--- src/sv/ghh_pkg.sv ---
// Shared types, constants and helpers for the heading-hold drive block.
// No dependencies; every other file refers to this package by scoped name.
package ghh_pkg;

	// field widths
	localparam int RATE_W    = 16;
	localparam int DRV_W     = 16;
	localparam int HEAD_W    = 48;
	localparam int RAMP_W    = 32;
	localparam int ELAPSED_W = 17;
	localparam int DIF_W     = 43;
	localparam int LR_W      = 44;
	localparam int CFG_IDX_W = 3;
	localparam int CFG_DAT_W = 24;

	localparam logic [ELAPSED_W-1:0] ELAPSED_MAX = '1;
	// 2^40 in Q.16, the clamp on the heading term magnitude
	localparam logic [40:0] DIF_LIM = 41'h100_0000_0000;

	// configuration register indexes
	typedef enum logic [CFG_IDX_W-1:0] {
		REG_TARGET_SPEED = 3'd0,
		REG_RUN_TIME_MS  = 3'd1,
		REG_GAIN_P       = 3'd2,
		REG_GAIN_D       = 3'd3,
		REG_RAMP_KEEP    = 3'd4,
		REG_STOP_ON_LINE = 3'd5
	} cfg_reg_t;

	// input word kinds
	typedef enum logic {
		KIND_TICK  = 1'b0,
		KIND_START = 1'b1
	} item_kind_t;

	typedef struct packed {
		logic signed [15:0] target_speed;
		logic [15:0]        run_time_ms;
		logic [23:0]        gain_p;
		logic [23:0]        gain_d;
		logic [15:0]        ramp_keep;
		logic               stop_on_line;
	} cfg_t;

	typedef struct packed {
		logic drive_en;
		logic move_done;
		logic idle;
	} flags_t;

	// word leaving the tracking stage
	typedef struct packed {
		flags_t                    flags;
		logic signed [HEAD_W-1:0]  heading;
		logic signed [RATE_W-1:0]  rate;
		logic signed [RAMP_W-1:0]  ramp;
	} trk_t;

	// word leaving the correction pipeline
	typedef struct packed {
		flags_t                    flags;
		logic signed [DIF_W-1:0]   dif;
		logic signed [RAMP_W-1:0]  ramp;
	} corr_t;

	// Q.16 to integer, truncated toward zero, then saturated to 16 bits
	function automatic logic signed [DRV_W-1:0] drive_sat(input logic signed [LR_W-1:0] v);
		logic signed [LR_W-1:0]  adj;
		logic signed [LR_W-17:0] q;
		adj = v[LR_W-1] ? (v + LR_W'(16'hFFFF)) : v;
		q   = adj[LR_W-1:16];
		if (q > 32767)
			return 16'sh7FFF;
		else if (q < -32768)
			return 16'sh8000;
		else
			return q[DRV_W-1:0];
	endfunction

endpackage

--- src/sv/ghh_corr.sv ---
// PD heading correction: gain products, clamp and sum of both terms.
// Depends on ghh_pkg.
module ghh_corr (
	input  logic            clk,
	input  logic            arst_n,
	input  ghh_pkg::cfg_t   regs,
	input  logic            up_valid,
	output logic            up_ready,
	input  ghh_pkg::trk_t   up_word,
	output logic            dn_valid,
	input  logic            dn_ready,
	output ghh_pkg::corr_t  dn_word
);

	logic rdy_s3, rdy_s4;
	logic v_s3, v_s4;

	// stage 3 registers: raw products
	logic [47:0]                       hi_p_s3, lo_p_s3;
	logic [39:0]                       d_prod_s3;
	logic                              head_neg_s3, rate_neg_s3;
	ghh_pkg::flags_t                   flags_s3;
	logic signed [ghh_pkg::RAMP_W-1:0] ramp_s3;

	ghh_pkg::corr_t corr_s4;

	// products
	logic [ghh_pkg::HEAD_W-1:0] head_abs;
	logic [ghh_pkg::RATE_W-1:0] rate_abs;
	logic [47:0]                hi_p, lo_p;
	logic [39:0]                d_prod;

	// clamp and sum
	logic [40:0]                      m_p, mag_p;
	logic [31:0]                      mag_d;
	logic signed [41:0]               term_p;
	logic signed [32:0]               term_d;
	logic signed [ghh_pkg::DIF_W-1:0] dif;

	assign rdy_s4   = !v_s4 || dn_ready;
	assign rdy_s3   = !v_s3 || rdy_s4;
	assign up_ready = rdy_s3;
	assign dn_valid = v_s4;
	assign dn_word  = corr_s4;

	// magnitudes, then the gain products split at bit 24 of the heading
	assign head_abs = up_word.heading[ghh_pkg::HEAD_W-1] ?
		(~up_word.heading + 1'b1) : up_word.heading;
	assign rate_abs = up_word.rate[ghh_pkg::RATE_W-1] ?
		(~up_word.rate + 1'b1) : up_word.rate;
	assign hi_p   = head_abs[47:24] * regs.gain_p;
	assign lo_p   = head_abs[23:0] * regs.gain_p;
	assign d_prod = rate_abs * regs.gain_d;

	always_ff @(posedge clk or negedge arst_n) begin
		if (!arst_n) begin
			v_s3 <= 1'b0;
			v_s4 <= 1'b0;
		end else begin
			if (rdy_s3)
				v_s3 <= up_valid;
			if (rdy_s4)
				v_s4 <= v_s3;
		end
	end

	always_ff @(posedge clk) begin
		if (rdy_s3) begin
			hi_p_s3     <= hi_p;
			lo_p_s3     <= lo_p;
			d_prod_s3   <= d_prod;
			head_neg_s3 <= up_word.heading[ghh_pkg::HEAD_W-1];
			rate_neg_s3 <= up_word.rate[ghh_pkg::RATE_W-1];
			flags_s3    <= up_word.flags;
			ramp_s3     <= up_word.ramp;
		end
	end

	// heading term magnitude in Q.16, clamped to 2^40
	always_comb begin
		m_p = {1'b0, hi_p_s3[23:0], 16'h0000} + {1'b0, lo_p_s3[47:8]};
		if (hi_p_s3[47:24] != 24'd0)
			mag_p = ghh_pkg::DIF_LIM;
		else if (m_p > ghh_pkg::DIF_LIM)
			mag_p = ghh_pkg::DIF_LIM;
		else
			mag_p = m_p;
	end

	// both terms are negated products
	assign mag_d  = d_prod_s3[39:8];
	assign term_p = head_neg_s3 ? $signed({1'b0, mag_p}) : -$signed({1'b0, mag_p});
	assign term_d = rate_neg_s3 ? $signed({1'b0, mag_d}) : -$signed({1'b0, mag_d});
	assign dif    = ghh_pkg::DIF_W'(term_p) + ghh_pkg::DIF_W'(term_d);

	always_ff @(posedge clk) begin
		if (rdy_s4) begin
			corr_s4.flags <= flags_s3;
			corr_s4.dif   <= dif;
			corr_s4.ramp  <= ramp_s3;
		end
	end

endmodule

--- config.mk ---
export PLATFORM = sky130hd
export DESIGN_NAME = ghh_corr
export DESIGN_NICKNAME = d
export VERILOG_FILES = /design/src/sv/ghh_pkg.sv /design/src/sv/ghh_corr.sv
export SDC_FILE = /design/constraint.sdc
export NUM_CORES = 2
export LEC_CHECK = 0
export BUFFER_PORTS_ARGS = -buffer_cell sky130_fd_sc_hd__buf_4
export CAP_MARGIN = 20
export CORE_MARGIN = 3
export CORE_UTILIZATION = 65
export CTS_CLUSTER_DIAMETER = 50
export DETAILED_ROUTE_END_ITERATION = 16
export PLACE_DENSITY = 0.81
export SETUP_SLACK_MARGIN = 0.15
export SLEW_MARGIN = 25
export SYNTH_ARGS = -nofsm -noshare
export SYNTH_HDL_FRONTEND = slang
export SYNTH_SLANG_ARGS = --single-unit
--- constraint.sdc ---
create_clock -name clk -period 17.43 [get_ports clk]
set_input_delay 3.486 -clock clk [delete_from_list [all_inputs] [get_ports clk]]
set_output_delay 3.486 -clock clk [all_outputs]
set_load 0.02 [all_outputs]
==> impl_metrics.json <==
{
  "status": "finished, final reports clean",
  "synth_cell_types": 78,
  "die_h_um": 315,
  "cp.required_ns": 17.73,
  "cts_sinks": 237,
  "syn_inst": 6709,
  "drc": 0,
  "grt_pass1_vias": 51100,
  "clk_pin_slew_ns": 0.06,
  "finalCritPeriodShare_pct": 80.5,
  "ys_seq_elements": 237,
  "drive_gt1_share_pct": 6.06,
  "layout_common_cells": "inv_1 (1403), fa_1 (1270), nand2_1 (1009), and2_1 (567), ha_1 (523)",
  "grt_start_max_net_pins": 157,
  "cp.arrival_ns": 14.34,
  "dr.pass1.iters": 6,
  "clk_latency_ns": 0.57,
  "synth_area_um2": 62100,
  "synth_edf_count": 235,
  "cts-hold-fix-buffers": 0,
  "setup_violations": 0,
  "syn-num-nets": 8702,
  "core_um2": 94000,
  "clockBufferDepth": 3,
  "num-nets-final": 8703,
  "relSlewSlack_pct": 26.2,
  "grt_use_total_pct": 33.2,
  "worstMarginPinSlew_ns": 1.11,
  "clock_skew_ns": 0.0120,
  "synth_area_per_cell_um2": 9.25,
  "grt_setup_unrepaired": "no",
  "grt-ovfl-total": 0,
  "antenna_found_initial": 8,
  "dieArea_um2": 99200,
  "ys.flop_type": "edfxtp_1",
  "hold_class": "flip-flop to flip-flop",
  "fin_util_pct": 70.4,
  "path_class": "input port to flip-flop",
  "grt_pass1_wl_um": 261000,
  "max_freq_mhz": 71.2,
  "place_congestion": 0.941,
  "cp_slowest_stage_delay_ns": 0.67,
  "cpMostUsedCell": "fa_1",
  "viasPerCell": 5.81,
  "num_vias": 46400,
  "n_fill_cell": 6970,
  "cts_root_buf": "clkbuf_16",
  "worstPathMaxFanout": 24,
  "cap_violations": 0,
  "min_period_ns": 14.04,
  "area_growth_pct": 6.70,
  "wl_per_cell_um": 19.8,
  "die_x_um": 315,
  "multiInputGateArea_um2": 49300,
  "ys_warn_count": 0,
  "cts_buffers": 27,
  "seqCellArea_um2": 7110,
  "portBuffers": 230,
  "rows": 112,
  "r2r_setup_slack_ns": 7.68,
  "finalSetupTns_ns": 0,
  "cts_tree": "built",
  "wl_um": 158000,
  "ctsHtreeMaxLevel": 1,
  "layout_commonest_cell": "inv_1",
  "finalHoldViolCount": 0,
  "startpoint_type": "input port",
  "dr.first_iter.drc_count": 3460,
  "end_kind": "flip-flop",
  "io_pins": 280,
  "start_util_pct": 66.0,
  "yosysSeqAreaShare_pct": 11.4,
  "maxSlewViolCount": 0,
  "async_reset_ff_share_pct": 0.844,
  "cts_setup_buffers": 0,
  "cpMaxStageDelayCell": "or4_1",
  "final_antenna_net_count": 0,
  "cts_resized": 0,
  "hpwl_um": 121000
}
-- layout make-up --
cell class	count	area share [%]
sequential	237	10.7
clock inverter	18	0.287
timing repair buffer	282	3.25
antenna	4	0.0151
tap	1254	2.37
clock buffer	31	1.04
inverter	1403	7.95
multi-input combinational	4759	74.4
-- cells by family (layout without fill, tap and decap cells) --
group	count (synthesis)	count (layout)	share of synthesized area (%)
other cells	0	4	0
buf+inv	1713	1734	10.4
simple gates	2113	2113	16.6
compound gates	569	569	6.05
fa+ha+maj	1793	1793	51.5
xor+xnor	277	277	3.91
flops	237	237	11.4
mux	7	7	0.121
-- per-stage QoR --
stage	cells	setup WS (ns)	cell area, µm²	hold slack (ns)
2_1_floorplan	6709	4.39	62100	0.400
3_3_place_gp	7934	3.05	65300	0.400
3_5_place_dp	7934	2.91	65300	0.405
4_1_cts	7983	3.43	66200	0.419
5_1_grt	7986	2.93	66200	0.425
6_report	7988	3.39	66200	0.419
-- path summary, 6_finish.rpt --
check                      depth (start not counted)                    end                  start
hold / removal                                     0   dn_word[4]$_DFFE_PP_   ramp_s3[4]$_DFFE_PP_
hold reg to reg                                    0   dn_word[4]$_DFFE_PP_   ramp_s3[4]$_DFFE_PP_
min in group asynchronous                          1   dn_valid$_DFFE_PN0P_                 arst_n
setup reg to reg                                  31  dn_word[73]$_DFFE_PP_  lo_p_s3[24]$_DFFE_PP_
max in group asynchronous                          1       v_s3$_DFFE_PN0P_                 arst_n
setup / recovery                                  35  hi_p_s3[44]$_DFFE_PP_            up_word[50]
-- metal layers --
layer	vias to the layer above	part of all wire [%]	track usage, %
met1	23400	37	42.0
met4	4	4.5	13.5
li1	20400	-	-
met5	-	0.016	0
met2	2108	49	56.5
met3	509	9.1	6.24
-- critical path, delay by kind of cell --
kind                       cells  cell delay, ns
AOI/OAI and AO/OA              4            1.44
and+or+nand+nor               14            4.44
xor gates and xnor gates       2            0.25
adders and majority gates      8            3.97
buffers and inverters          7            0.76
-- sequential cells by signal, summed over array words and instances (netlist names) --
signal / cells
dn_valid: 1
dn_word: 78
ramp_s3: 32
head_neg_s3: 1
flags_s3: 3
rate_neg_s3: 1
d_prod_s3: 32
lo_p_s3: 40
hi_p_s3: 48
v_s3: 1
-- synth_stat cells (85+ instances only) --
| library cell | count | area (µm²) |
|---|---|---|
| inv_1 | 1403 | 5270 |
| edfxtp_1 | 235 | 7060 |
| a21o_1 | 90 | 676 |
| nor2_1 | 169 | 634 |
| fa_1 | 1270 | 25400 |
| xnor2_1 | 193 | 1690 |
| and2_1 | 567 | 3550 |
| ha_1 | 523 | 6540 |
| o21ai_0 | 85 | 425 |
| nand2_1 | 1009 | 3790 |
| a21oi_1 | 164 | 821 |
| clkbuf_1 | 300 | 1130 |
| nor2b_1 | 101 | 632 |
Power is not shown: default switching activity piles up to over one toggle a cycle in this logic, so the estimate is an artifact.
