[config.mk]
export PLATFORM = sky130hd
export DESIGN_NAME = ghh_cfg_regs_flat
export DESIGN_NICKNAME = d
export VERILOG_FILES = /design/src/sv/ghh_pkg.sv /design/src/sv/ghh_cfg_if.sv /design/src/sv/ghh_cfg_regs.sv /design/src/flat_wrapper.sv
export SDC_FILE = /design/constraint.sdc
export NUM_CORES = 1
export LEC_CHECK = 0
export ABC_AREA = 1
export BUFFER_PORTS_ARGS = -buffer_cell sky130_fd_sc_hd__buf_2
export CAP_MARGIN = 20
export CORE_ASPECT_RATIO = 0.8
export CORE_MARGIN = 1
export CORE_UTILIZATION = 35
export DETAILED_ROUTE_END_ITERATION = 16
export GPL_TIMING_DRIVEN = 0
export MAX_ROUTING_LAYER = met4
export PLACE_DENSITY = 0.66
export RECOVER_POWER = 25
export SYNTH_ARGS = -nofsm -noshare
export SYNTH_HDL_FRONTEND = slang
export SYNTH_SLANG_ARGS = --single-unit
export TNS_END_PERCENT = 10
[constraint.sdc]
create_clock -name clk -period 0.88 [get_ports clk]
set_input_delay 0.088 -clock clk [delete_from_list [all_inputs] [get_ports clk]]
set_output_delay 0.088 -clock clk [all_outputs]
set_load 0.005 [all_outputs]
[src/sv/ghh_pkg.sv]
// Shared types, constants and helpers for the heading-hold drive block.
// No dependencies; every other file refers to this package by scoped name.
package ghh_pkg;

	// field widths
	localparam int RATE_W    = 16;
	localparam int DRV_W     = 16;
	localparam int HEAD_W    = 48;
	localparam int RAMP_W    = 32;
	localparam int ELAPSED_W = 17;
	localparam int DIF_W     = 43;
	localparam int LR_W      = 44;
	localparam int CFG_IDX_W = 3;
	localparam int CFG_DAT_W = 24;

	localparam logic [ELAPSED_W-1:0] ELAPSED_MAX = '1;
	// 2^40 in Q.16, the clamp on the heading term magnitude
	localparam logic [40:0] DIF_LIM = 41'h100_0000_0000;

	// configuration register indexes
	typedef enum logic [CFG_IDX_W-1:0] {
		REG_TARGET_SPEED = 3'd0,
		REG_RUN_TIME_MS  = 3'd1,
		REG_GAIN_P       = 3'd2,
		REG_GAIN_D       = 3'd3,
		REG_RAMP_KEEP    = 3'd4,
		REG_STOP_ON_LINE = 3'd5
	} cfg_reg_t;

	// input word kinds
	typedef enum logic {
		KIND_TICK  = 1'b0,
		KIND_START = 1'b1
	} item_kind_t;

	typedef struct packed {
		logic signed [15:0] target_speed;
		logic [15:0]        run_time_ms;
		logic [23:0]        gain_p;
		logic [23:0]        gain_d;
		logic [15:0]        ramp_keep;
		logic               stop_on_line;
	} cfg_t;

	typedef struct packed {
		logic drive_en;
		logic move_done;
		logic idle;
	} flags_t;

	// word leaving the tracking stage
	typedef struct packed {
		flags_t                    flags;
		logic signed [HEAD_W-1:0]  heading;
		logic signed [RATE_W-1:0]  rate;
		logic signed [RAMP_W-1:0]  ramp;
	} trk_t;

	// word leaving the correction pipeline
	typedef struct packed {
		flags_t                    flags;
		logic signed [DIF_W-1:0]   dif;
		logic signed [RAMP_W-1:0]  ramp;
	} corr_t;

	// Q.16 to integer, truncated toward zero, then saturated to 16 bits
	function automatic logic signed [DRV_W-1:0] drive_sat(input logic signed [LR_W-1:0] v);
		logic signed [LR_W-1:0]  adj;
		logic signed [LR_W-17:0] q;
		adj = v[LR_W-1] ? (v + LR_W'(16'hFFFF)) : v;
		q   = adj[LR_W-1:16];
		if (q > 32767)
			return 16'sh7FFF;
		else if (q < -32768)
			return 16'sh8000;
		else
			return q[DRV_W-1:0];
	endfunction

endpackage

[src/sv/ghh_cfg_if.sv]
// Configuration write channel: register index and write data.
// Depends on ghh_pkg for widths.
interface ghh_cfg_if;
	logic                             valid;
	logic                             ready;
	logic [ghh_pkg::CFG_IDX_W-1:0]    index;
	logic [ghh_pkg::CFG_DAT_W-1:0]    data;

	modport source (output valid, index, data, input ready);
	modport sink   (input valid, index, data, output ready);
endinterface

[src/sv/ghh_cfg_regs.sv]
// Configuration register file for the heading-hold drive.
// Depends on ghh_pkg and ghh_cfg_if.
module ghh_cfg_regs (
	input  logic           clk,
	input  logic           arst_n,
	ghh_cfg_if.sink        cfg,
	output ghh_pkg::cfg_t  regs
);

	ghh_pkg::cfg_t regs_q;

	assign cfg.ready = 1'b1;
	assign regs      = regs_q;

	// register writes; unknown indexes are dropped
	always_ff @(posedge clk or negedge arst_n) begin
		if (!arst_n) begin
			regs_q.target_speed <= 16'sd60;
			regs_q.run_time_ms  <= 16'd100;
			regs_q.gain_p       <= 24'd5033;
			regs_q.gain_d       <= 24'd16777;
			regs_q.ramp_keep    <= 16'd52429;
			regs_q.stop_on_line <= 1'b0;
		end else if (cfg.valid) begin
			case (ghh_pkg::cfg_reg_t'(cfg.index))
				ghh_pkg::REG_TARGET_SPEED: regs_q.target_speed <= $signed(cfg.data[15:0]);
				ghh_pkg::REG_RUN_TIME_MS:  regs_q.run_time_ms  <= cfg.data[15:0];
				ghh_pkg::REG_GAIN_P:       regs_q.gain_p       <= cfg.data[23:0];
				ghh_pkg::REG_GAIN_D:       regs_q.gain_d       <= cfg.data[23:0];
				ghh_pkg::REG_RAMP_KEEP:    regs_q.ramp_keep    <= cfg.data[15:0];
				ghh_pkg::REG_STOP_ON_LINE: regs_q.stop_on_line <= cfg.data[0];
				default: ;
			endcase
		end
	end

endmodule

[src/flat_wrapper.sv]
// flat-port wrapper written by rule: the top's interface ports become plain ports
module ghh_cfg_regs_flat 
  (clk, arst_n, regs, cfg_valid, cfg_index, cfg_data, cfg_ready);
  ghh_cfg_if cfg_i ();
  input  logic clk;
  input  logic arst_n;
  output ghh_pkg::cfg_t regs;
  input wire logic [$bits(cfg_i.valid)-1:0] cfg_valid;
  input wire logic [$bits(cfg_i.index)-1:0] cfg_index;
  input wire logic [$bits(cfg_i.data)-1:0] cfg_data;
  output wire logic [$bits(cfg_i.ready)-1:0] cfg_ready;
  assign cfg_i.valid = cfg_valid;
  assign cfg_i.index = cfg_index;
  assign cfg_i.data = cfg_data;
  assign cfg_ready = cfg_i.ready;
  ghh_cfg_regs u_core (.clk(clk), .arst_n(arst_n), .cfg(cfg_i), .regs(regs));
endmodule
==> impl_metrics.toml, run 1 <==
[run_status]
status = "finished, violations left"
violations = "negative setup slack"

[run]
maxCapViolCount = 0

[clock_tree]
cts_hold_buf = 9
numClockSinks = 97
cts_tree = "yes"
cts_buffers = 9
cts_root_buf = "clkbuf_16"
htreeDepth = 3
clk_latency_ps = 330
path_clk_slew_ps = 70
cts_buffer_depth = 2

[power_and_ir_drop]
seqPwrFrac_pct = 47.5
power_mw = 12.5
power_density_nw_per_um2 = 2360
combinationalPowerShare_pct = 19.9
switching_share_pct = 27.5
vdd_drop_max_uv = 1140
p_leak_nw = 2.94
clkPwrFrac_pct = 32.5
intPower_mw = 9.09
power.switching_mw = 3.46

[floorplanning]
die_w_um = 120
dieArea_um2 = 11600
rows = 34
core_area_um2 = 10800
start_util_pct = 36.0
num_io_pins = 128
die_y_um = 96.5

[worst_setup_path]
crit_slowest_cell = "dfstp_2"
cp_max_fo = 2
r2r-end = "u_core.regs[53]"
worstPathRequired_ps = 790
ff2ff_setup_slack_ps = 10
critical-path-top-delay-family = "flip-flops"
worst_ep_arrival_time_ps = 1000
crit_path_end_kind = "output port"
rr_worst_depth = 4
cpPeakStageDelay_ps = 550
critPathBufInv = 1
path_cells = "buf_6"
reg2reg_from = "u_core.regs[53]"
cp-start-kind = "flop"
critical_path_class = "reg2out"

[global_route]
track_usage_pct = 21.2
grt.overflow.total = 0
grt_max_degree = 51
grt_pass1_wl_mm = 17.7
antenna_found_initial = 0
grt_pass1_vias = 3307

[logic_synthesis]
syn_nets = 462
ys_ff_latch = 97
syn_avg_cell_area_um2 = 9.04
ys_top_cells_by_area = "dfrtp_1 44%, nand2_1 22%, dfstp_2 19%, nand3_1 9.4%, buf_2 1.4%"
synth_top_area_cell = "dfrtp_1"
syn-cell-area_um2 = 3910
ys_seq_area_share_pct = 63.0
synth_cell_type_count = 16
yosys_warnings = 0
synth_top_area_share_pct = 44.2
syn_inst = 432

[drt]
wl_per_cell_um = 15.4
dr.pass1.iters = 4
drc = 0
antenna_left = 0
drt-initial-drc-count = 189
routed_wl_mm = 11.3
vias_per_cell = 4.71
num_vias = 3444

[sta]
layout_setup_ws_ps = -204
min_period_ps = 1080
setup-violations-final = 104
fin_crit_sh_pct = 123
slew_headroom_pct = 16.5
fmax_ghz = 0.922
max_slew.worst_pin.slew_ps = 1250
clock_skew_ps = 0
drv_slew = 0
timing.hold.ws_ps = 2.94
rsz0062_at_grt = "true"
finalHoldViolCount = 0

[place]
dp_cells = 703
dpl.hpwl_mm = 7.94
place_area_um2 = 4750
portBuffers = 126
place_congestion = 0.781

[finish]
layout-drive-gt1-share_pct = 35.8
area_growth_pct = 36.2
layout_commonest_cell = "nand2_1"
final_core_util_pct = 49.0
nets = 612
most-common-layout-cells = "222 x nand2_1, 114 x buf_2, 73 x nand3_1"
final_cells = 731
final_area_um2 = 5320
largest_reg_flops = 97
antenna_cells = 0

[min_path]
hp-class = "in2async"
[routing by layer]
layer,routed length (um),vias up,global-route usage [%]
met5,0,-,-
met4,183,0,7.50
met3,819,15,5.46
met2,5130,115,31.9
met1,5140,1653,27.9
li1,-,1661,-
[power by group through the flow]
stage	registers (mW)	logic [mW]	clock network, mW
after floorplan	6.04	0.823	0
after global placement	5.95	2.19	0
after detailed placement	5.98	2.27	0
after CTS	5.94	2.42	4.19
after global routing	6.07	2.81	4.38
final	5.96	2.50	4.08
[logic make-up after synthesis]
group         synth area share [%]
simple gates                  32.5
flops                         63.0
buf+inv                       4.39
other cells                 0.0960
[worst max-delay path by stage]
stage,start,to,cells after the start
floorplan,cfg_index[2],u_core.regs[10],6
global placement,arst_n,u_core.regs[10],1
detailed placement,cfg_index[2],u_core.regs[10],7
CTS,u_core.regs[16],regs[16],1
global route,u_core.regs[85],regs[85],1
finish,u_core.regs[67],regs[67],1
[per-stage QoR]
step	TNS, ps	setup WS, ps
floorplan	0	44.9
global placement	-124290	-1170
detailed placement	-27040	-443
CTS	-10300	-213
global route	-22200	-239
finish	-9100	-204
[timing repair]
action	in CTS	in global routing
hold endpoints to repair	39	26
gates resized for setup	12	20
setup buffers	2	1
setup endpoints to repair	117	153
cloned	0	0
[Yosys cell counts (all sizes together)]
master	n
nand2	227
nand3	73
dfrtp	69
dfstp	28
buf	20
inv	5
nor2	5
clkbuf	3
clkinv	1
conb	1
[final cells by class]
type / count / area, um2
flip-flops and latches: 97 / 2460
plain buffers: 23 / 160
multi-input cells: 306 / 1280
inverters: 6 / 26.3
repair buffers: 139 / 890
clock inverters: 5 / 62.6
fillers: 1061 / 5530
well taps: 144 / 180
clock buffers: 11 / 253
Note: power is estimated with default switching activity, not from simulation.
==> inputs of run 2 (changes only) <==
- HOLD_SLACK_MARGIN: unset -> 0.06
==> run 2 against run 1 <==
The run ends with negative hold slack, negative setup slack left. Count of clock-buffer cells in the layout stayed put. Cell count grew 2.1%. Critical path depth unchanged. Critical path type unchanged. Critical endpoint unchanged. Largest cell class unchanged. Largest power group unchanged. Highest routed layer unchanged.
==> impl_metrics.toml, run 2 (synthesis results as in run 1) <==
[place]
portBuffers = 126
dp_cells = 703
dpl.hpwl_mm = 7.94
place_congestion = 0.781

[run_status]
status = "finished, violations left"
violations = "negative hold slack, negative setup slack"

[drt]
drc = 0
antenna_left = 0
wl_per_cell_um = 15.3
num_vias = 3487
drt-initial-drc-count = 217
dr.pass1.iters = 6
routed_wl_mm = 11.4
vias_per_cell = 4.67

[sta]
max_slew.worst_pin.slew_ps = 1250
final.setup.tns_ps = -9370
clock_skew_ps = 0
rsz0062_at_grt = "true"
min_period_ps = 1090
timing.hold.ws_ps = -1.21
fmax_ghz = 0.920
slew_headroom_pct = 16.6
fin_crit_sh_pct = 124
layout_setup_ws_ps = -207
setup-violations-final = 104
finalHoldViolCount = 1
drv_slew = 0

[clock_tree]
cts_hold_buf = 24
numClockSinks = 97
htreeDepth = 3
path_clk_slew_ps = 70
cts_root_buf = "clkbuf_16"
cts_tree = "yes"
cts_buffer_depth = 2
clk_latency_ps = 340
cts_buffers = 9

[worst_setup_path]
cp-start-kind = "flop"
worstPathRequired_ps = 790
worst_ep_arrival_time_ps = 1000
cp_max_fo = 2
path_cells = "buf_6"
cpPeakStageDelay_ps = 550
critical_path_class = "reg2out"
critPathBufInv = 1
crit_slowest_cell = "dfstp_2"
crit_path_end_kind = "output port"
critical-path-top-delay-family = "flip-flops"

[finish]
most-common-layout-cells = "222 x nand2_1, 114 x buf_2, 73 x nand3_1"
fill_cells = 1047
largest_reg_flops = 97
multi_input_area_um2 = 1280
antenna_cells = 0
layout_commonest_cell = "nand2_1"
nets = 627
layout-drive-gt1-share_pct = 34.9
final_cells = 746
register_area_um2 = 2460
area_growth_pct = 40.0

[floorplanning]
die_w_um = 120
rows = 34
die_y_um = 96.5
start_util_pct = 36.0
core_area_um2 = 10800
dieArea_um2 = 11600
num_io_pins = 128

[global_route]
grt_pass1_wl_mm = 18.0
grt_max_degree = 51
grt.overflow.total = 0
grt_pass1_vias = 3382
antenna_found_initial = 0
track_usage_pct = 21.5

[power_and_ir_drop]
vdd_drop_max_uv = 1140
p_leak_nw = 3.00
power_density_nw_per_um2 = 2310

[min_path]
hp-class = "in2async"

[run]
maxCapViolCount = 0
run 2: cell count changes in the layout (fill, tap and decap cells not counted), sizes merged:
cell,previous run,this run
dlygate4sd3,9,24
run 2: metal layers:
| layer | vias up | GRT usage [%] | wire [um] |
|---|---|---|---|
| met5 | - | - | 0 |
| li1 | 1691 | - | - |
| met1 | 1674 | 28.1 | 5200 |
| met4 | 0 | 7.50 | 197 |
| met2 | 104 | 32.5 | 5220 |
| met3 | 18 | 5.46 | 770 |
run 2: power by group:
group	switching, mW	total [mW]	internal (mW)
logic	1.27	2.55	1.29
clock network	1.73	4.10	2.37
registers	0.490	5.96	5.47
run 2: worst paths after layout:
check                                 from         endpoint  slack [ps]  cells past startpoint
hold reg to reg             u_core.regs[3]   u_core.regs[3]         460                      2
min in group clk                 cfg_valid  u_core.regs[31]         110                      5
max in group asynchronous           arst_n  u_core.regs[11]         -20                      2
hold / removal                      arst_n  u_core.regs[96]          -1                      1
setup reg to reg           u_core.regs[53]  u_core.regs[53]          10                      4
setup / recovery           u_core.regs[67]         regs[67]        -210                      1
run 2: metrics by stage:
stage,area [um2],power [mW],hold WS [ps],setup WS [ps],util [%]
after floorplan,3910,6.87,-208,44.9,-
after global placement,4720,8.14,303,-1170,43.5
after detailed placement,4750,8.25,158,-443,43.8
after CTS,5380,12.6,-217,-213,49.6
after global routing,5470,13.3,83.8,-239,50.4
final,5470,12.6,-1.21,-207,50.4
run 2: cell type report:
class	count	area share, %
Inverter	6	0.480
Buffer	23	2.93
Timing Repair Buffer	154	19.0
Clock inverter	5	1.14
Tap cell	144	3.29
Clock buffer	11	4.62
Multi-Input combinational cell	306	23.5
Sequential cell	97	45.0
run 2: what timing repair did:
item	CTS	global route
endpoints found under the hold margin	101	26
setup buffers	2	1
setup endpoints to repair	117	153
pin swaps	0	0
gates resized for setup	12	20
==> inputs of run 3 (changes only) <==
- ABC_AREA: 1 -> unset
==> run 3 against run 2 <==
The run still ends with negative hold slack, negative setup slack left. Register-to-register slack better by 80 ps. Combinational power grew 16%. Setup slack gained 14 ps. Area after synthesis shrank 3.7%. Clock power is 1% lower. Sequential power increased by 4.0%. Maximum frequency is 1.3% higher. Utilization increased by 2.6 points. Sequential share of layout area fell by 0.21 points. Sequential cell count did not move. Critical path type unchanged. Largest cell class unchanged.
==> impl_metrics.toml, run 3 <==
[run_status]
violations = "negative hold slack, negative setup slack"
status = "finished, violations left"

[worst_setup_path]
reg2reg_from = "u_core.regs[68]"
cpPeakStageDelay_ps = 540
worstPathRequired_ps = 790
rr_worst_depth = 1
critPathBufInv = 1
critical-path-top-delay-family = "flip-flops"
ff2ff_setup_slack_ps = 90
crit_slowest_cell = "dfstp_2"
cp_max_fo = 2
r2r-end = "u_core.regs[68]"
cp-start-kind = "flop"
path_cells = "buf_2"
crit_path_end_kind = "output port"
critical_path_class = "reg2out"
worst_ep_arrival_time_ps = 980

[drt]
vias_per_cell = 4.61
drt-initial-drc-count = 99
met1_length_mm = 4.10
num_vias = 2405
wl_met2_mm = 4.10
wl_met3_um = 366
routed_wl_mm = 8.66
wl_per_cell_um = 16.6
dr.pass1.iters = 3
top_layer_used = "met4"
drc = 0
antenna_left = 0

[clock_tree]
cts_root_buf = "clkbuf_16"
clk_latency_ps = 330
cts_buffers = 9
htreeDepth = 3
cts_buffer_depth = 2
numClockSinks = 97
cts_hold_buf = 23
cts_tree = "yes"
path_clk_slew_ps = 60

[logic_synthesis]
synth_xor_area_share_pct = 0
ys_top_cells_by_area = "dfrtp_1 46%, mux2_2 29%, dfstp_2 20%, buf_6 1.8%, buf_8 0.80%"
muxShareOfSynthArea_pct = 29.1
synth_most_common_cell = "mux2_2"
ys_ff_latch = 97
synth_top_area_cell = "dfrtp_1"
synth_cell_type_count = 14
ys_seq_area_share_pct = 65.4
synth_common_cells = "96 x mux2_2, 69 x dfrtp_1, 28 x dfstp_2"
synth_top_area_share_pct = 45.9
syn-cell-area_um2 = 3760
synth_fa_ha_area_share_pct = 0
synth-simple-area-share_pct = 2.26
synth_top_family_by_area = "multiplexers"
syn_avg_cell_area_um2 = 17.7
syn_nets = 242
yosys_warnings = 0
synth_edf_count = 0
synth-compound-area-share_pct = 0
async_flop_share_pct = 100
synth_flop_cell = "dfrtp_1"
syn_inst = 212

[global_route]
grt_pass1_wl_mm = 13.5
grt_pass1_vias = 2482
track_usage_pct = 16.6
grt_max_degree = 57
antenna_found_initial = 0
grt.overflow.total = 0

[sta]
slew_headroom_pct = 26.6
final.setup.tns_ps = -8330
drv_slew = 0
min_period_ps = 1070
max_slew.worst_pin.slew_ps = 1100
finalHoldViolCount = 29
clock_skew_ps = 0
fmax_ghz = 0.932
fin_crit_sh_pct = 122
rsz0062_at_grt = "true"
setup-violations-final = 113
layout_setup_ws_ps = -192
timing.hold.ws_ps = -58.1

[finish]
layout_commonest_cell = "buf_2"
antenna_cells = 0
most-common-layout-cells = "104 x buf_2, 69 x dfrtp_1, 62 x mux2_2"
nets = 407
final_cells = 522
layout-drive-gt1-share_pct = 74.1
area_growth_pct = 46.0
final_core_util_pct = 53.0
largest_reg_flops = 97

[min_path]
hp-class = "in2async"

[run]
maxCapViolCount = 0

[power_and_ir_drop]
p_leak_nw = 2.58
combinationalPowerShare_pct = 22.5
vdd_drop_max_uv = 1520
power.switching_mw = 3.12
seqPwrFrac_pct = 46.9
clkPwrFrac_pct = 30.6
intPower_mw = 10.1
power_density_nw_per_um2 = 2410
switching_share_pct = 23.6
power_mw = 13.2

[place]
place_congestion = 0.657
portBuffers = 126
dp_cells = 479
pre_cts_ws_ps = -695
dpl.hpwl_mm = 5.57

[floorplanning]
dieArea_um2 = 11200
core_area_um2 = 10400
die_w_um = 118
die_y_um = 94.7
num_io_pins = 128
rows = 33
start_util_pct = 36.3
[run 3: cell families (layout without fill, tap and decap cells)]
logic type / Yosys count / after routing
buf+inv: 11 / 181
flops: 97 / 97
mux: 97 / 97
other cells: 1 / 1
simple gates: 6 / 6
[run 3: power by group through the flow]
stage,Sequential [mW],Combinational [mW],Clock [mW]
2_1_floorplan,6.27,0.969,0
3_3_place_gp,6.14,2.40,0
3_5_place_dp,6.21,2.47,0
4_1_cts,6.17,2.77,4.17
5_1_grt,6.34,3.22,4.34
6_report,6.20,2.97,4.04
[run 3: worst max-delay path by stage]
stage                          startpoint              end  slack, ps  cells after the start
after floorplan              cfg_index[1]  u_core.regs[87]       -290                      3
after global placement             arst_n  u_core.regs[21]      -1190                      1
after detailed placement     cfg_index[1]  u_core.regs[87]       -690                      4
after CTS                 u_core.regs[12]         regs[12]       -210                      1
after global routing      u_core.regs[17]         regs[17]       -230                      1
final                     u_core.regs[17]         regs[17]       -190                      1
[run 3: what timing repair did]
item,in CTS,in global routing
setup buffers,3,0
pin swaps,2,0
gates resized for setup,41,36
endpoints found under the hold margin,117,29
gates cloned,1,0
setup endpoints to repair,173,162
[run 3: area by class of cell]
type,count,area (um2)
flip-flops and latches,97,2460
multi-input cells,104,1320
plain buffers,11,159
clock inverters,4,70.1
repair buffers,154,1070
clock buffers,12,236
fillers,893,4870
well taps,140,175
[run 3: per-stage QoR]
stage	instance area [um2]	hold slack [ps]
after floorplan	3760	-208
after global placement	4570	334
after detailed placement	4600	114
after CTS	5330	-252
after global routing	5490	26.1
final	5490	-58.1
[run 3: metal layers]
metal / vias to the layer above / global-route usage, %
met2: 79 / 24.9
met4: 0 / 5.77
met5: - / -
li1: 1079 / -
met3: 11 / 4.17
met1: 1236 / 21.9
