--- src/sv/ghh_pkg.sv ---
// Shared types, constants and helpers for the heading-hold drive block.
// No dependencies; every other file refers to this package by scoped name.
package ghh_pkg;

	// field widths
	localparam int RATE_W    = 16;
	localparam int DRV_W     = 16;
	localparam int HEAD_W    = 48;
	localparam int RAMP_W    = 32;
	localparam int ELAPSED_W = 17;
	localparam int DIF_W     = 43;
	localparam int LR_W      = 44;
	localparam int CFG_IDX_W = 3;
	localparam int CFG_DAT_W = 24;

	localparam logic [ELAPSED_W-1:0] ELAPSED_MAX = '1;
	// 2^40 in Q.16, the clamp on the heading term magnitude
	localparam logic [40:0] DIF_LIM = 41'h100_0000_0000;

	// configuration register indexes
	typedef enum logic [CFG_IDX_W-1:0] {
		REG_TARGET_SPEED = 3'd0,
		REG_RUN_TIME_MS  = 3'd1,
		REG_GAIN_P       = 3'd2,
		REG_GAIN_D       = 3'd3,
		REG_RAMP_KEEP    = 3'd4,
		REG_STOP_ON_LINE = 3'd5
	} cfg_reg_t;

	// input word kinds
	typedef enum logic {
		KIND_TICK  = 1'b0,
		KIND_START = 1'b1
	} item_kind_t;

	typedef struct packed {
		logic signed [15:0] target_speed;
		logic [15:0]        run_time_ms;
		logic [23:0]        gain_p;
		logic [23:0]        gain_d;
		logic [15:0]        ramp_keep;
		logic               stop_on_line;
	} cfg_t;

	typedef struct packed {
		logic drive_en;
		logic move_done;
		logic idle;
	} flags_t;

	// word leaving the tracking stage
	typedef struct packed {
		flags_t                    flags;
		logic signed [HEAD_W-1:0]  heading;
		logic signed [RATE_W-1:0]  rate;
		logic signed [RAMP_W-1:0]  ramp;
	} trk_t;

	// word leaving the correction pipeline
	typedef struct packed {
		flags_t                    flags;
		logic signed [DIF_W-1:0]   dif;
		logic signed [RAMP_W-1:0]  ramp;
	} corr_t;

	// Q.16 to integer, truncated toward zero, then saturated to 16 bits
	function automatic logic signed [DRV_W-1:0] drive_sat(input logic signed [LR_W-1:0] v);
		logic signed [LR_W-1:0]  adj;
		logic signed [LR_W-17:0] q;
		adj = v[LR_W-1] ? (v + LR_W'(16'hFFFF)) : v;
		q   = adj[LR_W-1:16];
		if (q > 32767)
			return 16'sh7FFF;
		else if (q < -32768)
			return 16'sh8000;
		else
			return q[DRV_W-1:0];
	endfunction

endpackage

--- src/sv/ghh_result_if.sv ---
// Output channel: one drive word per input word.
// Depends on ghh_pkg for widths.
interface ghh_result_if;
	logic                             valid;
	logic                             ready;
	logic signed [ghh_pkg::DRV_W-1:0] left_drive;
	logic signed [ghh_pkg::DRV_W-1:0] right_drive;
	logic                             move_done;
	logic                             idle;

	modport source (output valid, left_drive, right_drive, move_done, idle, input ready);
	modport sink   (input valid, left_drive, right_drive, move_done, idle, output ready);
endinterface

--- src/sv/ghh_drive_out.sv ---
// Left/right drive mix, truncation and saturation, and the result register.
// Depends on ghh_pkg and ghh_result_if.
module ghh_drive_out (
	input  logic            clk,
	input  logic            arst_n,
	input  logic            up_valid,
	output logic            up_ready,
	input  ghh_pkg::corr_t  up_word,
	ghh_result_if.source    result
);

	logic                              v_o;
	logic                              rdy_o;
	logic signed [ghh_pkg::LR_W-1:0]   left_q16, right_q16;
	logic signed [ghh_pkg::DRV_W-1:0]  left_q, right_q;
	logic                              done_q, idle_q;

	assign rdy_o    = !v_o || result.ready;
	assign up_ready = rdy_o;

	// ramp minus and plus the correction
	assign left_q16  = ghh_pkg::LR_W'(up_word.ramp) - ghh_pkg::LR_W'(up_word.dif);
	assign right_q16 = ghh_pkg::LR_W'(up_word.ramp) + ghh_pkg::LR_W'(up_word.dif);

	always_ff @(posedge clk or negedge arst_n) begin
		if (!arst_n)
			v_o <= 1'b0;
		else if (rdy_o)
			v_o <= up_valid;
	end

	// zero drive unless a running tick made this word
	always_ff @(posedge clk) begin
		if (rdy_o) begin
			left_q  <= up_word.flags.drive_en ? ghh_pkg::drive_sat(left_q16) : '0;
			right_q <= up_word.flags.drive_en ? ghh_pkg::drive_sat(right_q16) : '0;
			done_q  <= up_word.flags.move_done;
			idle_q  <= up_word.flags.idle;
		end
	end

	assign result.valid       = v_o;
	assign result.left_drive  = left_q;
	assign result.right_drive = right_q;
	assign result.move_done   = done_q;
	assign result.idle        = idle_q;

endmodule

--- src/flat_wrapper.sv ---
// flat-port wrapper written by rule: the top's interface ports become plain ports
module ghh_drive_out_flat 
  (clk, arst_n, up_valid, up_ready, up_word, result_valid, result_left_drive, result_right_drive, result_move_done, result_idle, result_ready);
  ghh_result_if result_i ();
  input  logic clk;
  input  logic arst_n;
  input  logic up_valid;
  output logic up_ready;
  input  ghh_pkg::corr_t up_word;
  output wire logic [$bits(result_i.valid)-1:0] result_valid;
  output wire logic [$bits(result_i.left_drive)-1:0] result_left_drive;
  output wire logic [$bits(result_i.right_drive)-1:0] result_right_drive;
  output wire logic [$bits(result_i.move_done)-1:0] result_move_done;
  output wire logic [$bits(result_i.idle)-1:0] result_idle;
  input wire logic [$bits(result_i.ready)-1:0] result_ready;
  assign result_valid = result_i.valid;
  assign result_left_drive = result_i.left_drive;
  assign result_right_drive = result_i.right_drive;
  assign result_move_done = result_i.move_done;
  assign result_idle = result_i.idle;
  assign result_i.ready = result_ready;
  ghh_drive_out u_core (.clk(clk), .arst_n(arst_n), .up_valid(up_valid), .up_ready(up_ready), .up_word(up_word), .result(result_i));
endmodule
--- config.mk ---
export PLATFORM = sky130hd
export DESIGN_NAME = ghh_drive_out_flat
export DESIGN_NICKNAME = d
export VERILOG_FILES = /design/src/sv/ghh_pkg.sv /design/src/sv/ghh_result_if.sv /design/src/sv/ghh_drive_out.sv /design/src/flat_wrapper.sv
export SDC_FILE = /design/constraint.sdc
export NUM_CORES = 1
export LEC_CHECK = 0
export ABC_AREA = 1
export ABC_CLOCK_PERIOD_IN_PS = 1400
export BUFFER_PORTS_ARGS = -buffer_cell sky130_fd_sc_hd__buf_2
export CAP_MARGIN = 40
export CORE_MARGIN = 1.5
export CORE_UTILIZATION = 35
export CTS_BUF_LIST = sky130_fd_sc_hd__clkbuf_4 sky130_fd_sc_hd__clkbuf_8
export CTS_CLUSTER_DIAMETER = 150
export DETAILED_ROUTE_END_ITERATION = 16
export PLACE_DENSITY = 0.64
export SLEW_MARGIN = 30
export SYNTH_ARGS = -nofsm -noshare
export SYNTH_HDL_FRONTEND = slang
export SYNTH_SLANG_ARGS = --single-unit
--- constraint.sdc ---
create_clock -name clk -period 1.4 [get_ports clk]
set_input_delay 0 -clock clk [delete_from_list [all_inputs] [get_ports clk]]
set_output_delay 0 -clock clk [all_outputs]
set_load 0.1 [all_outputs]
==> results.json, run 1 <==
{
  "ys_seq_area_share_pct": 8.95,
  "grt_max_degree": 37,
  "arrival_ns": 3.26,
  "core-area_um2": 32700,
  "globalplace.congestion": 1.05,
  "regArea_um2": 1050,
  "wl_per_cell_um": 17.0,
  "cts_sinks": 35,
  "violations": "negative setup slack",
  "synth_area_um2": 11700,
  "start_util_pct": 35.8,
  "fin_worst_skew_ns": 0.00260,
  "antenna_cells": 0,
  "placed_area_um2": 16500,
  "globalRouteOverflowTotal": 0,
  "nets": 3071,
  "worstSetupPathType": "input port to register",
  "synth_cells": 2226,
  "cts_buffers": 5,
  "setup_viol": 32,
  "antenna_found_initial": 0,
  "first_iter_violations": 1123,
  "period_needed_ns": 3.12,
  "finalWirelength_um": 56900,
  "viasPerCell": 4.96,
  "ys_async_sr_fraction_pct": 2.86,
  "cts_root_buf": "clkbuf_8",
  "setup_ws_ns": -1.72,
  "synth_ff_type": "edfxtp_1",
  "antenna_left": 0,
  "most-common-layout-cells": "nand2_1 (601), buf_4 (559), inv_1 (343)",
  "grt_usage_pct": 32.3,
  "drc": 0,
  "die_y_um": 186,
  "yosysWarningCount": 0,
  "cap_violations": 0,
  "power_leakage_nw": 10.6,
  "firstDrtPassIters": 6,
  "end_kind": "register",
  "worst_setup_path_start_kind": "input port",
  "final_common_cell": "nand2_1",
  "grt_pass1_wl_um": 85000,
  "portBuffers": 117,
  "whs_ns": 0.108,
  "path_max_fanout": 8,
  "nFillCells": 3198,
  "hold_violations": 0,
  "tightest_slew_ns": 0.485,
  "drv_slew": 0,
  "ys_ff_latch": 35,
  "switching_share_pct": 54.1,
  "pwr-share-seq_pct": 10.5,
  "internal_power_mw": 5.94,
  "cts_tree": "built",
  "slew_headroom_pct": 67.3,
  "cts.path.max_buffers": 2,
  "syn_area_per_cell_um2": 5.25,
  "cellPowerDensity_nw_per_um2": 651,
  "final_area_um2": 19900,
  "cts.htree.levels": 2,
  "fin_crit_sh_pct": 223,
  "multiInputGateArea_um2": 11200,
  "clkPwrFrac_pct": 5.5,
  "area_growth_syn_to_layout_pct": 70.0,
  "die_w_um": 186,
  "vdd_drop_max_mv": 0.746,
  "max_freq_ghz": 0.321,
  "fp-row-count": 66,
  "dieArea_um2": 34500,
  "dp_hpwl_um": 48600,
  "synth_cell_type_count": 49,
  "setup-tns-final_ns": -53.68,
  "syn_nets": 2396,
  "rsz0062_at_grt": "true",
  "worstPathRequired_ns": 1.55,
  "worst_setup_hold_path_clk_slew_ns": 0.06,
  "clkLatencyLatePin_ns": 0.28,
  "switching_power_mw": 7.00,
  "p_total_mw": 12.9,
  "pin_count": 118,
  "grt_pass1_vias": 15924,
  "vias": 16584,
  "synth_edf_count": 34,
  "share_comb_of_total_power_pct": 84.0,
  "hold_class": "input port to register",
  "outcome": "finished with violations",
  "drive_gt1_share_pct": 49.6
}
[cells in the mapped netlist (2+ instances only)]
cell           count  area, µm²
edfxtp_1          34       1020
buf_4             12       90.1
nor2_2            36        225
a21oi_2           22        193
fa_1               2       40.0
nor2_1           234        878
inv_1            386       1450
xor2_1            12        105
o21bai_1          10       75.1
nand4_1           46        288
nand2_2           59        369
nor3_1            14       70.1
a31oi_1            5       31.3
nand2_4            2       22.5
dlygate4sd3_1      2       20.0
a21oi_1           91        455
o21ai_0           41        205
a21o_1             5       37.5
and2_1             2       12.5
nand3b_1           5       37.5
nor2_4            16        180
ha_1              86       1080
nor3_2             5       50.1
inv_2             42        158
o21a_1             3       22.5
xnor2_1            7       61.3
and3_1             3       18.8
buf_6             16        180
nand3_1          173        866
buf_2             16       80.1
nand3_2           12        120
nand2_1          806       3030
or2_2              5       31.3
[metal layers]
layer  track usage, %  vias to the layer above  share of wire (%)
met4             7.32                        0                2.9
met1             44.3                     7687                 44
li1                 -                     8203                  -
met3             2.92                       88                7.4
met2             54.4                      606                 45
met5                0                        -                  0
[state kept, by name, indices dropped and copies added (netlist names)]
name	count
u_core.result.idle	1
u_core.result.left_drive	16
u_core.result.move_done	1
u_core.result.right_drive	16
u_core.result.valid	1
[final timing paths]
path                                           from                             to  slack [ns]  cells past startpoint
worst min-delay path                    up_word[77]   u_core.result.left_drive[15]        0.11                      3
worst max-delay path                     up_word[0]   u_core.result.right_drive[2]       -1.72                     28
min in group asynchronous                    arst_n            u_core.result.valid        0.56                      3
worst min register to register  u_core.result.valid            u_core.result.valid        0.75                      2
worst max register to register  u_core.result.valid  u_core.result.right_drive[12]        0.39                      1
max in group asynchronous                    arst_n            u_core.result.valid        0.73                      3
[cells by family after synthesis]
family | share of synthesized area [%]
buffers and inverters | 17.2
DFF | 8.95
adders and majority gates | 9.55
and+or+nand+nor | 53.4
xor gates and xnor gates | 1.42
AOI/OAI and AO/OA | 9.42
[final cells by class]
cell class | instances | area share (%)
inverters | 428 | 8.24
multi-input cells | 1715 | 56.3
flip-flops and latches | 35 | 5.27
repair buffers | 716 | 26.9
clock inverters | 1 | 0.0252
well taps | 442 | 2.78
clock buffers | 7 | 0.422
[timing repair]
| action | in CTS | in global routing |
|---|---|---|
| hold endpoints to repair | 4 | 0 |
| hold buffers | 5 | 0 |
| buffers inserted | 34 | 31 |
| endpoints found under the setup margin | 32 | 32 |
| gates resized for setup | 326 | 374 |
| pin swaps | 71 | 133 |
| cloned | 2 | 1 |
[power by group through the flow]
| stage | Clock (mW) | Sequential, mW | Combinational (mW) |
|---|---|---|---|
| after floorplan | 0 | 2.39 | 4.09 |
| after global placement | 0 | 1.39 | 8.82 |
| after detailed placement | 0 | 1.39 | 8.88 |
| after CTS | 0.733 | 1.37 | 9.72 |
| after global routing | 0.773 | 1.38 | 11.6 |
| final | 0.712 | 1.36 | 10.9 |
[worst max-delay path, stage by stage]
cell,delay (ns)
buf_12,0.10
ha_4,0.13
inv_2,0.04
fa_2,0.40
inv_2,0.08
nand2_2,0.07
nand3_4,0.10
nand2_2,0.08
nand2_2,0.10
nand2_2,0.08
nand2_2,0.08
nand2_1,0.08
nand2_4,0.12
inv_1,0.09
nor2_2,0.15
nand2_1,0.09
nor2_2,0.16
nand3_1,0.12
nor2_2,0.17
buf_4,0.14
nand4_1,0.10
nand2_2,0.11
nand2_2,0.07
nor2_4,0.12
nand3_4,0.15
nand2_8,0.13
nand2_1,0.07
a21oi_2,0.12
[metrics by stage]
| step | std cells | setup slack [ns] | util [%] |
|---|---|---|---|
| after floorplan | 2226 | -1.50 | - |
| after global placement | 3263 | -2.33 | 50.6 |
| after detailed placement | 3263 | -2.35 | 50.6 |
| after CTS | 3312 | -1.64 | 56.1 |
| after global routing | 3344 | -1.89 | 60.8 |
| final | 3344 | -1.72 | 60.8 |
No activity file was read; power rests on OpenSTA's default activity.
==> run 2, diff against run 1 <==
--- a/config.mk
+++ b/config.mk
@@ -10,11 +10,11 @@
 export BUFFER_PORTS_ARGS = -buffer_cell sky130_fd_sc_hd__buf_2
 export CAP_MARGIN = 40
 export CORE_MARGIN = 1.5
-export CORE_UTILIZATION = 35
+export CORE_UTILIZATION = 55
 export CTS_BUF_LIST = sky130_fd_sc_hd__clkbuf_4 sky130_fd_sc_hd__clkbuf_8
 export CTS_CLUSTER_DIAMETER = 150
 export DETAILED_ROUTE_END_ITERATION = 16
-export PLACE_DENSITY = 0.64
+export PLACE_DENSITY = 0.88
 export SLEW_MARGIN = 30
 export SYNTH_ARGS = -nofsm -noshare
 export SYNTH_HDL_FRONTEND = slang
==> run 2 against run 1 <==
The flow now stops in global routing; area after synthesis stayed put; synthesized cell count stayed put.
==> results.json, run 2 <==
{
  "globalplace.congestion": 1.25,
  "pin_count": 118,
  "dp_hpwl_um": 41500,
  "synth_area_um2": 11700,
  "cts_buffers": 5,
  "syn_nets": 2396,
  "synth_top_cell_area_share_pct": 25.9,
  "start_util_pct": 55.8,
  "grt_max_degree": 37,
  "cts_root_buf": "clkbuf_8",
  "synth.most_common_cell": "nand2_1",
  "ys_ff_latch": 35,
  "die_w_um": 149,
  "error": "[ERROR GRT-0116] Global routing finished with congestion. Check the congestion regions in the DRC Viewer.",
  "grt_pass1_wl_um": 145000,
  "synth_common_cells": "nand2_1 (806), inv_1 (386), nor2_1 (234), nand3_1 (173), a21oi_1 (91)",
  "grt_usage_pct": 84.7,
  "synth_cells": 2226,
  "synth.area.top_cells": "nand2_1 (26%), inv_1 (12%), ha_1 (9.2%)",
  "lastStage": "global routing",
  "placed_area_um2": 15800,
  "outcome": "aborted with a tool error",
  "syn_area_per_cell_um2": 5.25,
  "die_y_um": 149,
  "grt_pass1_vias": 23702,
  "synth_cell_type_count": 49,
  "synth_edf_count": 34,
  "fp-row-count": 53,
  "ys_seq_area_share_pct": 8.95,
  "ys_async_sr_fraction_pct": 2.86,
  "portBuffers": 117,
  "synth_ff_type": "edfxtp_1",
  "cts.htree.levels": 2,
  "cts.path.max_buffers": 2,
  "cts_sinks": 35,
  "globalRouteOverflowTotal": 346,
  "yosysWarningCount": 0,
  "synth_top_area_cell": "nand2_1"
}
[run 2: cell counts after synthesis]
Identical to the previous run, type by type.
[run 2: cells by family after synthesis]
| group | after synthesis | synth area share [%] |
|---|---|---|
| simple gates | 1422 | 53.4 |
| buf+inv | 477 | 17.2 |
| compound gates | 185 | 9.42 |
| fa+ha+maj | 88 | 9.55 |
| flops | 35 | 8.95 |
| xor+xnor | 19 | 1.42 |
[run 2: per-stage QoR]
step | worst slack [ns] | cells | util, %
2_1_floorplan | -1.50 | 2226 | -
3_3_place_gp | -2.12 | 3027 | 75.3
3_5_place_dp | -2.29 | 3027 | 75.3
4_1_cts | -1.60 | 3112 | 87.0
[run 2: what timing repair did]
item / in CTS
cloned: 3
endpoints found under the hold margin: 4
setup buffers: 69
setup endpoints to repair: 32
pin swaps: 103
gates resized for setup: 421
hold buffers: 5
[run 2: routing by layer]
metal  global-route usage [%]  GRT overflow
met5                     57.3             2
met1                     82.3            18
met4                     84.8            95
met3                     74.1            15
met2                     98.4           216
==> run 3, diff against run 2 <==
--- a/config.mk
+++ b/config.mk
@@ -6,15 +6,13 @@
 export NUM_CORES = 1
 export LEC_CHECK = 0
 export ABC_AREA = 1
-export ABC_CLOCK_PERIOD_IN_PS = 1400
+export ABC_CLOCK_PERIOD_IN_PS = 1820
 export BUFFER_PORTS_ARGS = -buffer_cell sky130_fd_sc_hd__buf_2
 export CAP_MARGIN = 40
 export CORE_MARGIN = 1.5
-export CORE_UTILIZATION = 55
-export CTS_BUF_LIST = sky130_fd_sc_hd__clkbuf_4 sky130_fd_sc_hd__clkbuf_8
-export CTS_CLUSTER_DIAMETER = 150
+export CORE_UTILIZATION = 40
 export DETAILED_ROUTE_END_ITERATION = 16
-export PLACE_DENSITY = 0.88
+export PLACE_DENSITY_LB_ADDON = 0.15
 export SLEW_MARGIN = 30
 export SYNTH_ARGS = -nofsm -noshare
 export SYNTH_HDL_FRONTEND = slang
==> constraint.sdc (replaced) <==
create_clock -name clk -period 1.82 [get_ports clk]
set_input_delay 0 -clock clk [delete_from_list [all_inputs] [get_ports clk]]
set_output_delay 0 -clock clk [all_outputs]
set_load 0.1 [all_outputs]
==> run 3 against run 2 <==
The flow now finishes, with violations (negative setup slack).
==> results.json, run 3 (synthesis results as in run 1) <==
{
  "outcome": "finished with violations",
  "violations": "negative setup slack",
  "worstSetupPathType": "input port to register",
  "power_leakage_nw": 10.9,
  "worst_setup_path_start_kind": "input port",
  "rsz0062_at_grt": "true",
  "antenna_left": 0,
  "area_growth_syn_to_layout_pct": 75.6,
  "viasPerCell": 5.12,
  "drive_gt1_share_pct": 53.4,
  "fp-row-count": 62,
  "cts_sinks": 35,
  "first_iter_violations": 1341,
  "cts.path.max_buffers": 2,
  "cts_root_buf": "clkbuf_16",
  "end_kind": "register",
  "drv_slew": 0,
  "clkLatencyLatePin_ns": 0.28,
  "die_w_um": 174,
  "die_y_um": 174,
  "fin_crit_sh_pct": 175,
  "most-common-layout-cells": "buf_4 (580), nand2_1 (538), inv_1 (330)",
  "fin_worst_skew_ns": 0.00526,
  "max_freq_ghz": 0.314,
  "dp_hpwl_um": 46900,
  "vias": 16947,
  "globalRouteOverflowTotal": 0,
  "core-area_um2": 28700,
  "dieArea_um2": 30300,
  "nFillCells": 2494,
  "cts_buffers": 5,
  "final_common_cell": "buf_4",
  "firstDrtPassIters": 5,
  "gr-usage-met3_pct": 2.76,
  "slew_headroom_pct": 67.5,
  "arrival_ns": 3.32,
  "tightest_slew_ns": 0.492,
  "finalWirelength_um": 57300,
  "antenna_found_initial": 0,
  "final_area_um2": 20500,
  "cts_tree": "built",
  "cap_violations": 0,
  "grt_max_degree": 31,
  "use_met1_pct": 48.1,
  "setup-tns-final_ns": -40.21,
  "setup_ws_ns": -1.37,
  "drc": 0,
  "cts.htree.levels": 2,
  "vdd_drop_max_mv": 0.267,
  "grt_pass1_vias": 15468,
  "portBuffers": 117,
  "grt_pass1_wl_um": 82900,
  "worstPathRequired_ns": 1.95,
  "placed_area_um2": 16400,
  "hold_class": "input port to async pin",
  "busiest_layer": "met2",
  "period_needed_ns": 3.19,
  "p_total_mw": 10.6,
  "wl_per_cell_um": 17.3,
  "antenna_cells": 0,
  "worst_setup_hold_path_clk_slew_ns": 0.05,
  "pin_count": 118,
  "cellPowerDensity_nw_per_um2": 518,
  "globalplace.congestion": 1.06,
  "grt_usage_pct": 35.1,
  "start_util_pct": 40.7,
  "met2_usage_pct": 58.2,
  "nets": 3095,
  "hold_violations": 0,
  "path_max_fanout": 8,
  "fin_util_pct": 71.5,
  "setup_viol": 32,
  "r2r_slack_ns": 0.57
}
-- run 3: critical path, stage by stage --
cell and delay (ns):
buf_2 0.11, buf_4 0.13, ha_1 0.24, buf_4 0.16, inv_1 0.06, nand2_2 0.06
nand2_1 0.07, nand3_2 0.14, buf_6 0.15, buf_4 0.14, nand2_1 0.08, nand4_1 0.09
nand2_2 0.12, nand2_2 0.10, nor2_2 0.15, nand2_2 0.10, buf_4 0.14, nor2_1 0.21
nand3_1 0.12, nand2_1 0.08, nand2_1 0.08, inv_1 0.07, nand3_1 0.07, nor2_2 0.13
nand3_4 0.17, nand2_8 0.14, nand2_1 0.08, a21oi_2 0.13
-- run 3: report_power, final --
part,internal [mW],total [mW],switching (mW)
Clock,0.490,0.788,0.298
Combinational,3.43,8.80,5.36
Sequential,1.02,1.04,0.0216
-- run 3: final timing paths --
| kind | to | startpoint | depth (start not counted) |
|---|---|---|---|
| setup / recovery | u_core.result.right_drive[0] | up_word[34] | 28 |
| hold / removal | u_core.result.valid | arst_n | 2 |
| setup reg to reg | u_core.result.right_drive[6] | u_core.result.valid | 2 |
| hold reg to reg | u_core.result.valid | u_core.result.valid | 2 |
| max in group asynchronous | u_core.result.valid | arst_n | 2 |
| min in group clk | u_core.result.left_drive[15] | up_word[77] | 3 |
-- run 3: area by class of cell --
| class | instances | area, µm² | share of cell area [%] |
|---|---|---|---|
| inverters | 428 | 1630 | 7.93 |
| multi-input cells | 1715 | 11700 | 56.9 |
| well taps | 384 | 480 | 2.34 |
| clock inverters | 2 | 8.76 | 0.0426 |
| flip-flops and latches | 35 | 1050 | 5.10 |
| clock buffers | 5 | 125 | 0.609 |
| repair buffers | 740 | 5550 | 27.0 |
-- run 3: layer usage --
metal,wire (µm),vias to the layer above
li1,-,8255
met4,2220,0
met1,24600,7861
met2,26300,703
met5,0,-
met3,4140,128
-- run 3: repair_timing --
| action | CTS | global route |
|---|---|---|
| resized for setup | 268 | 602 |
| pin swaps | 40 | 252 |
| gates cloned | 2 | 1 |
| hold endpoints to repair | 4 | 0 |
| hold buffers | 4 | 0 |
| endpoints found under the setup margin | 32 | 32 |
| setup buffers | 20 | 69 |
-- run 3: per-stage QoR --
| stage | cells | hold slack (ns) | setup slack, ns |
|---|---|---|---|
| finish | 3309 | 0.0266 | -1.37 |
| CTS | 3240 | 0.0250 | -1.28 |
| global placement | 3207 | -0.225 | -1.99 |
| global route | 3309 | 0.0388 | -1.54 |
| detailed placement | 3207 | -0.218 | -1.98 |
| floorplan | 2226 | -0.296 | -1.08 |
==> run 4, diff against run 3 <==
--- a/config.mk
+++ b/config.mk
@@ -6,13 +6,14 @@
 export NUM_CORES = 1
 export LEC_CHECK = 0
 export ABC_AREA = 1
-export ABC_CLOCK_PERIOD_IN_PS = 1820
+export ABC_CLOCK_PERIOD_IN_PS = 2900
 export BUFFER_PORTS_ARGS = -buffer_cell sky130_fd_sc_hd__buf_2
 export CAP_MARGIN = 40
 export CORE_MARGIN = 1.5
 export CORE_UTILIZATION = 40
 export DETAILED_ROUTE_END_ITERATION = 16
 export PLACE_DENSITY_LB_ADDON = 0.15
+export SETUP_SLACK_MARGIN = 0.4
 export SLEW_MARGIN = 30
 export SYNTH_ARGS = -nofsm -noshare
 export SYNTH_HDL_FRONTEND = slang
==> constraint.sdc (replaced) <==
create_clock -name clk -period 2.9 [get_ports clk]
set_input_delay 0.145 -clock clk [delete_from_list [all_inputs] [get_ports clk]]
set_output_delay 0.145 -clock clk [all_outputs]
set_load 0.1 [all_outputs]
==> run 4 against run 3 <==
The run still ends with negative setup slack left; non-clock buffer count decreased by 12; final cell count decreased by 0.33%; combinational power decreased by 38%; clock power decreased by 22%; die area unchanged; hold slack improved by 0.0017 ns; first-iteration DRC count decreased by 11%; global-route usage increased by 1.1 points; final area decreased by 1.3%; clock skew decreased by 0.0022 ns; sequential share of layout area increased by 0.059 points.
==> results.json, run 4 (synthesis results as in run 1) <==
{
  "max_freq_ghz": 0.296,
  "cts.htree.levels": 2,
  "fin_util_pct": 70.6,
  "cts_root_buf": "clkbuf_16",
  "setup_viol": 32,
  "dieArea_um2": 30300,
  "grt_usage_pct": 36.2,
  "clkLatencyLatePin_ns": 0.29,
  "globalRouteOverflowTotal": 0,
  "area_growth_syn_to_layout_pct": 73.4,
  "dp_slack_ns": -1.21,
  "antenna_cells": 0,
  "portBuffers": 117,
  "final_common_cell": "nand2_1",
  "worst_setup_hold_path_clk_slew_ns": 0.05,
  "end_kind": "register",
  "drive_gt1_share_pct": 51.3,
  "finalWirelength_um": 57500,
  "globalplace.congestion": 1.07,
  "violations": "negative setup slack",
  "outcome": "finished with violations",
  "min_from": "up_word[76]",
  "pin_count": 118,
  "period_needed_ns": 3.38,
  "r2r_cells": 2,
  "drv_slew": 0,
  "fin_worst_skew_ns": 0.00305,
  "antenna_found_initial": 0,
  "nFillCells": 2528,
  "firstDrtPassIters": 5,
  "worstPathRequired_ns": 2.92,
  "fp-row-count": 62,
  "power_leakage_nw": 10.8,
  "wl_per_cell_um": 17.4,
  "grt_max_degree": 31,
  "setup_ws_ns": -0.483,
  "r2r_start": "u_core.result.valid",
  "die_w_um": 174,
  "vias": 16823,
  "core-area_um2": 28700,
  "vdd_drop_max_mv": 0.203,
  "viasPerCell": 5.10,
  "fin_crit_sh_pct": 117,
  "grt_pass1_vias": 16062,
  "multiInputGateArea_um2": 11500,
  "first_iter_violations": 1198,
  "p_total_mw": 6.73,
  "hold_class": "input port to register",
  "cellPowerDensity_nw_per_um2": 332,
  "cap_violations": 0,
  "grt_pass1_wl_um": 85600,
  "cts.path.max_buffers": 2,
  "setup-tns-final_ns": -12.82,
  "slew_headroom_pct": 64.5,
  "whs_path_depth": 1,
  "regArea_um2": 1050,
  "dp_hpwl_um": 47300,
  "rsz0062_at_grt": "true",
  "crit_start": "up_word[34]",
  "most-common-layout-cells": "nand2_1 (572), buf_4 (569), inv_1 (342)",
  "path_max_fanout": 8,
  "die_y_um": 174,
  "cts_buffers": 5,
  "antenna_left": 0,
  "worst_setup_path_start_kind": "input port",
  "cts_sinks": 35,
  "start_util_pct": 40.7,
  "nets": 3083,
  "arrival_ns": 3.41,
  "worstSetupPathType": "input port to register",
  "tightest_slew_ns": 0.526,
  "hold_violations": 0,
  "drc": 0,
  "cts_tree": "built"
}
run 4: layer usage:
metal,vias up,routed length (µm),GRT usage (%)
met1,7876,24900,48.2
li1,8227,-,-
met3,108,3770,2.36
met5,-,0,0
met4,0,2110,11.8
met2,612,26800,62.3
run 4: final cells by class:
type / count / area share [%]
clock buffer: 5 / 0.617
clock inverter: 3 / 0.191
inverter: 428 / 8.06
multi-input combinational: 1715 / 56.5
sequential: 35 / 5.16
tap: 384 / 2.37
timing repair buffer: 728 / 27.1
run 4: worst paths after layout:
kind / endpoint / slack [ns]
max: u_core.result.right_drive[13] / -0.48
min: u_core.result.move_done / 0.03
max reg2reg: u_core.result.right_drive[2] / 1.50
min reg2reg: u_core.result.valid / 0.84
max in group asynchronous: u_core.result.valid / 2.66
min in group asynchronous: u_core.result.valid / 0.16
run 4: through the flow:
| stage | hold WS, ns | cell area (µm²) | instances |
|---|---|---|---|
| detailed placement | -0.0763 | 16500 | 3207 |
| global route | 0.0240 | 20300 | 3298 |
| CTS | 0.0301 | 18800 | 3261 |
| floorplan | -0.151 | 11800 | 2226 |
| finish | 0.0283 | 20300 | 3298 |
| global placement | -0.0793 | 16500 | 3207 |
run 4: report_power, final:
part | switching [mW] | internal (mW) | total, mW
Clock | 0.211 | 0.401 | 0.611
Sequential | 0.0134 | 0.641 | 0.654
Combinational | 3.33 | 2.14 | 5.47
Total | 3.55 | 3.18 | 6.73
run 4: worst max-delay path, cell delays in order:
cell and delay (ns):
buf_2 0.09, inv_2 0.04, ha_4 0.30, buf_6 0.15, inv_2 0.05, a21oi_2 0.16, nand2_2 0.13, nand2_2 0.12
nand3_4 0.15, buf_4 0.17, nand3_1 0.07, nand4_1 0.14, nand2_4 0.17, buf_4 0.13, nand3_1 0.13, nor2_2 0.18
nand4_1 0.11, nand2_1 0.09, nand2_2 0.09, nor2_4 0.13, nand3_2 0.11, o21bai_4 0.18, buf_6 0.14, buf_16 0.13
a21oi_2 0.06
run 4: timing repair:
item                                   in CTS  in global routing
setup endpoints to repair                  32                 32
resized for setup                         447                331
hold buffers                                1                  0
pin swaps                                 132                184
endpoints found under the hold margin       1                  0
setup buffers                              42                 37
cloned                                      3                  0
